<file path="config.mk">
export PLATFORM = sky130hd
export DESIGN_NAME = ial_ctrl
export DESIGN_NICKNAME = d
export VERILOG_FILES = /design/src/sv/ial_pkg.sv /design/src/sv/ial_ctrl.sv
export SDC_FILE = /design/constraint.sdc
export NUM_CORES = 1
export LEC_CHECK = 0
export ABC_AREA = 0
export BUFFER_PORTS_ARGS = -buffer_cell sky130_fd_sc_hd__buf_2
export CAP_MARGIN = 25
export CORE_AREA = 5 5 42 44
export DETAILED_ROUTE_END_ITERATION = 10
export DIE_AREA = 0 0 47 49
export SYNTH_ARGS = -nofsm -noshare
export SYNTH_HDL_FRONTEND = slang
export SYNTH_SLANG_ARGS = --single-unit
</file>
<file path="constraint.sdc">
create_clock -name clk -period 1.4 [get_ports clk]
set_clock_uncertainty 0.2 [all_clocks]
set_input_delay 0.21 -clock clk [delete_from_list [all_inputs] [get_ports clk]]
set_output_delay 0.21 -clock clk [all_outputs]
set_load 0.1 [all_outputs]
</file>
<file path="src/sv/ial_pkg.sv">
package ial_pkg;

  // Default list capacity.
  localparam int IAL_CAPACITY = 128;

  // Operation codes.
  localparam logic [2:0] KIND_CLEAR  = 3'd0;
  localparam logic [2:0] KIND_INSERT = 3'd1;
  localparam logic [2:0] KIND_DELETE = 3'd2;
  localparam logic [2:0] KIND_FIND   = 3'd3;
  localparam logic [2:0] KIND_READ   = 3'd4;

  // Request transaction payload.
  typedef struct packed {
    logic [2:0]         kind;
    logic [7:0]         position;
    logic signed [31:0] value;
  } req_item_t;

  // Response transaction payload.
  typedef struct packed {
    logic               ok;
    logic [6:0]         found_index;
    logic signed [31:0] read_word;
    logic [7:0]         list_count;
  } rsp_item_t;

  // Commands from the controller to the datapath.
  typedef struct packed {
    logic latch_op;
    logic ptr_init;
    logic ptr_step;
    logic mem_rd;
    logic mem_wr;
    logic wr_item;
    logic len_clear;
    logic len_inc;
    logic len_dec;
    logic ok_set;
    logic hit_cap;
    logic word_cap;
    logic res_load;
  } ial_cmd_t;

  // Status from the datapath to the controller.
  typedef struct packed {
    logic [2:0] kind;
    logic       ins_ok;
    logic       pos_valid;
    logic       more;
    logic       match;
    logic       out_free;
  } ial_sts_t;

endpackage

</file>
<file path="src/sv/ial_ctrl.sv">
module ial_ctrl
  import ial_pkg::*;
(
  input  logic     clk,
  input  logic     rst,
  input  logic     req_valid,
  output logic     req_ready,
  input  ial_sts_t sts,
  output ial_cmd_t cmd
);

  typedef enum logic [2:0] {
    S_IDLE,
    S_DECIDE,
    S_LOOP,
    S_USE,
    S_READ_ISSUE,
    S_READ_USE,
    S_FINISH
  } state_t;

  state_t state;
  state_t state_next;

  assign req_ready = (state == S_IDLE);

  // Next state and datapath commands.
  always_comb begin
    state_next = state;
    cmd        = '0;
    case (state)
      S_IDLE: begin
        if (req_valid) begin
          cmd.latch_op = 1'b1;
          state_next   = S_DECIDE;
        end
      end
      S_DECIDE: begin
        case (sts.kind)
          KIND_CLEAR: begin
            cmd.len_clear = 1'b1;
            cmd.ok_set    = 1'b1;
            state_next    = S_FINISH;
          end
          KIND_INSERT: begin
            if (sts.ins_ok) begin
              cmd.ptr_init = 1'b1;
              state_next   = S_LOOP;
            end else begin
              state_next = S_FINISH;
            end
          end
          KIND_DELETE: begin
            if (sts.pos_valid) begin
              cmd.ptr_init = 1'b1;
              state_next   = S_LOOP;
            end else begin
              state_next = S_FINISH;
            end
          end
          KIND_FIND: begin
            cmd.ptr_init = 1'b1;
            state_next   = S_LOOP;
          end
          KIND_READ: begin
            if (sts.pos_valid) begin
              cmd.ptr_init = 1'b1;
              state_next   = S_READ_ISSUE;
            end else begin
              state_next = S_FINISH;
            end
          end
          default: begin
            state_next = S_FINISH;
          end
        endcase
      end
      // Each step reads one entry; the next state uses the registered data.
      S_LOOP: begin
        if (sts.more) begin
          cmd.mem_rd = 1'b1;
          state_next = S_USE;
        end else begin
          case (sts.kind)
            KIND_INSERT: begin
              cmd.mem_wr  = 1'b1;
              cmd.wr_item = 1'b1;
              cmd.len_inc = 1'b1;
              cmd.ok_set  = 1'b1;
            end
            KIND_DELETE: begin
              cmd.len_dec = 1'b1;
              cmd.ok_set  = 1'b1;
            end
            default: begin
            end
          endcase
          state_next = S_FINISH;
        end
      end
      S_USE: begin
        if (sts.kind == KIND_FIND) begin
          if (sts.match) begin
            cmd.hit_cap = 1'b1;
            state_next  = S_FINISH;
          end else begin
            cmd.ptr_step = 1'b1;
            state_next   = S_LOOP;
          end
        end else begin
          cmd.mem_wr   = 1'b1;
          cmd.ptr_step = 1'b1;
          state_next   = S_LOOP;
        end
      end
      S_READ_ISSUE: begin
        cmd.mem_rd = 1'b1;
        state_next = S_READ_USE;
      end
      S_READ_USE: begin
        cmd.word_cap = 1'b1;
        cmd.ok_set   = 1'b1;
        state_next   = S_FINISH;
      end
      S_FINISH: begin
        if (sts.out_free) begin
          cmd.res_load = 1'b1;
          state_next   = S_IDLE;
        end
      end
      default: begin
        state_next = S_IDLE;
      end
    endcase
  end

  // State register.
  always_ff @(posedge clk) begin
    if (rst) begin
      state <= S_IDLE;
    end else begin
      state <= state_next;
    end
  end

endmodule

</file>
[After elaboration in Yosys (flattened, before gate mapping)]
Index checks and enable logic that the tools add are counted.
Storage, ports and cells
  memory bits (read-only): 0
  bits in latches: 0
  logic and storage cells: 58
  input port bits: 11
  memories: 0
  output and inout bits: 14
  flip-flop bits (word level): 3
  RAM bits: 0
Cells by class
  multipliers: 0
  equal/unequal tests: 12
  reductions and logical operators: 5
  multiplexer cells: 40
  add/sub/neg operators: 0
  order comparisons: 0
  div/mod/pow operators: 0
  bitwise operators: 0
  shift-type cells: 0
Operator list (number)
  $mux W3: 8
  $mux W1: 22
  $pmux W3 S7: 1
  $eq A3 B2 Y1 const B: 4
  $eq A3 B3 Y1 const B: 4
  $pmux W3 S4: 1
  $mux W2: 4
  $eq A3 B1 Y1 const B: 2
  $logic_not A3 Y1: 2
  $pmux W1 S3: 2
  $ne A2 B2 Y1 const B: 2
  $pmux W1 S2: 2
  $reduce_or A2 Y1: 2
  $reduce_and A2 Y1: 1

[Depth between registers and ports, before layout]
  word-level depth: 5
  mapped depth: 5
  depth with buffers taken out: 4

[Least setup slack after synthesis]
OpenSTA, ideal clock, no wires.
  path type: register to output
  start point: reg state[0]
  end point: out cmd[8] (netlist bit)
  arrival: 5272 ps
  setup slack: -4282 ps
  data required time: 990 ps
  stages on the path, launching flop included: 4
  buffers on the path: 1
  cells stage by stage: dfxtp_1 buf_6 a21oi_1 a2111oi_0
RTL lines
  from (decl): RTL line ial_ctrl.sv:22  | state_t state;
  from (signal assigned): RTL line ial_ctrl.sv:142  | state <= state_next;
  to (decl): RTL line ial_ctrl.sv:9  | output ial_cmd_t cmd

==> results.cfg <==
[status]
status = finished with violations
violations = negative setup slack

[final_layout]
syn_to_final_growth_pct = 214
largestRegisters = state (3)
final_area_um2 = 1210
final_nets = 122
regMostFlops = state
drive_gt1_frac = 0.800
antennaDiodeCount = 0
utilization = 0.863
stdcell_count = 126
largest_reg_flops = 3

[setup_path]
r2r_start = state[0]
critPathMaxFanout = 3
arrival_ns = 1.62
critPathRequiredTime_ns = 0.99
crit_path_end_kind = output port
cp-startpoint = state[0]
worstSetupPathType = register to output port
start_kind = register

[clock_network]
root_buffer = clkbuf_4
clk_pin_slew_ns = 0.04
cts_buffers = 3
clkLatencyLatePin_ns = 0.24
clock-sinks = 3
cts_tree = yes
clockBufferDepth = 2
cts_htree_levels = 1

[timing]
hold_ws_ns = 0.0361
min_period_ns = 2.03
setup_viol = 16
rsz0062_at_grt = yes
hold_viol = 0
worst_pin_slew_ns = 0.324
drv_slew = 0
layout_setup_ws_ns = -0.635
fmax_ghz = 0.491
maxSlewHeadroom = 0.784
post-route-period-util = 1.45

[floorplanning]
fp.dieH_um = 49
boundaryPins = 25
die_x_um = 47
row_count = 14
start_util = 0.275
die-area_um2 = 2300
coreArea_um2 = 1400

[synth]
synthMuxAreaShare = 0
yosys_warnings = 0
syn_inst = 53
synth_fp_nets = 64
synth_xor_area_frac = 0
yosysUniqueCellTypes = 28
synth-seq-cells = 3
avgSynthCellArea_um2 = 7.27
yosysSeqAreaShare = 0.156
synth_top_family_by_area = simple AND/OR/NAND/NOR gates
synth-adder-area-share = 0
synth-simple-area-share = 0.373
synth_compound_area_frac = 0.328
syn_area_um2 = 385

[pwr]
irDropWorstVdd_mv = 0.608
power_density_nw_per_um2 = 944
p_leak_nw = 0.497
power_w = 0.00114

[placed_design]
dp.cells = 106
dp_hpwl_um = 1100
gp_congestion = 0.775
dpl_cell_area_um2 = 947
portBuffers = 24

[routing]
ant_nets = 0
routed_wl_um = 2120
drt_iter0_drc = 17
routed_via_density = 5.42
avgRoutedWirePerCell_um = 16.8
vias = 683
drc = 0
dr.pass1.iters = 4

[hold_path]
hold_path.class = primary input to register
worstHoldStart = sts[0]

[global_route]
grt_max_degree = 13
antenna_found_initial = 0
grt_use_total = 0.182
grt_overflow = 0
grt_first_pass_wirelength_um = 2990
first_global_vias = 687

[flow_run]
cap_violations = 0
[path summary, 6_finish.rpt]
kind	to	slack (ns)	cells past startpoint
max	cmd[3]	-0.63	5
min	state[2]	0.04	2
max reg2reg	state[2]	-0.43	8
min reg2reg	state[2]	0.54	3
[power by group]
part           leakage [nW]  total (W)  internal, W  switching (W)
Combinational         0.456   0.000854     0.000380       0.000475
Clock                0.0150   0.000164     0.000108      0.0000566
Sequential           0.0264   0.000124     0.000103      0.0000206
[routing by layer]
metal	part of all wire	track usage
met5	0	0
met2	0.54	0.303
met4	0.029	0.111
met3	0.042	0.0221
met1	0.39	0.207
[cells in the final DEF, fill, tap and decap left out, drive strengths merged, types with 3 or more instances in the layout]
| cell | netlist | final |
|---|---|---|
| a21oi | 5 | 5 |
| and3 | 3 | 3 |
| buf | 3 | 55 |
| clkbuf | 1 | 4 |
| dfxtp | 3 | 3 |
| inv | 3 | 3 |
| nand2 | 5 | 5 |
| nor2 | 6 | 6 |
| o21ai | 4 | 4 |
[layout make-up]
| cell class | instances | area, um^2 |
|---|---|---|
| fillers | 81 | 191 |
| clock buffers | 4 | 26.3 |
| repair buffers | 57 | 637 |
| well taps | 16 | 20.0 |
| flip-flops and latches | 3 | 68.8 |
| multi-input cells | 43 | 439 |
| inverters | 3 | 18.8 |
[synthesized netlist by cell type]
cell type	n	area, um^2
a211oi_1	2	15.0
a2111o_1	1	11.3
buf_4	1	7.51
o32ai_1	1	8.76
o31ai_2	1	12.5
nand4bb_1	1	11.3
nor3_1	1	5.00
nor2_1	6	22.5
nand3_1	1	5.00
and2_1	1	6.26
nor4_1	2	12.5
a21o_2	1	8.76
buf_6	2	22.5
nand2_1	5	18.8
o21ai_0	4	20.0
and2b_2	1	8.76
or3b_1	1	8.76
and3_1	3	18.8
a2111oi_0	1	8.76
dfxtp_1	3	60.1
inv_1	3	11.3
a21oi_1	5	25.0
clkbuf_8	1	13.8
and3b_2	1	10.0
a41oi_1	1	8.76
nor4b_1	1	8.76
o211ai_1	1	7.51
nand3b_1	1	7.51
[worst max-delay path: stages (launching register included)]
cell and delay, ns:
dfxtp_4 0.36, or3b_4 0.40, nor2_2 0.13, a21oi_2 0.06
o31ai_4 0.22, buf_12 0.21
[cells by family (layout without fill, tap and decap cells)]
family | count (synthesis) | in the layout
buf+inv | 7 | 64
simple gates | 25 | 25
flops | 3 | 3
compound gates | 18 | 18
[metrics by stage]
step	worst slack [ns]	setup TNS, ns
finish	-0.635	-7.16
global route	-0.705	-8.50
CTS	-0.586	-6.50
detailed placement	-0.372	-2.94
global placement	-0.347	-2.62
floorplan	-0.852	-5.99
[timing repair]
item | in CTS | in global routing
hold endpoints to repair | 2 | 0
setup buffers | 8 | 8
pin swaps | 8 | 9
hold buffers | 2 | 0
resized for setup | 21 | 15
setup endpoints to repair | 16 | 17
Note: power is estimated with default switching activity, not from simulation.
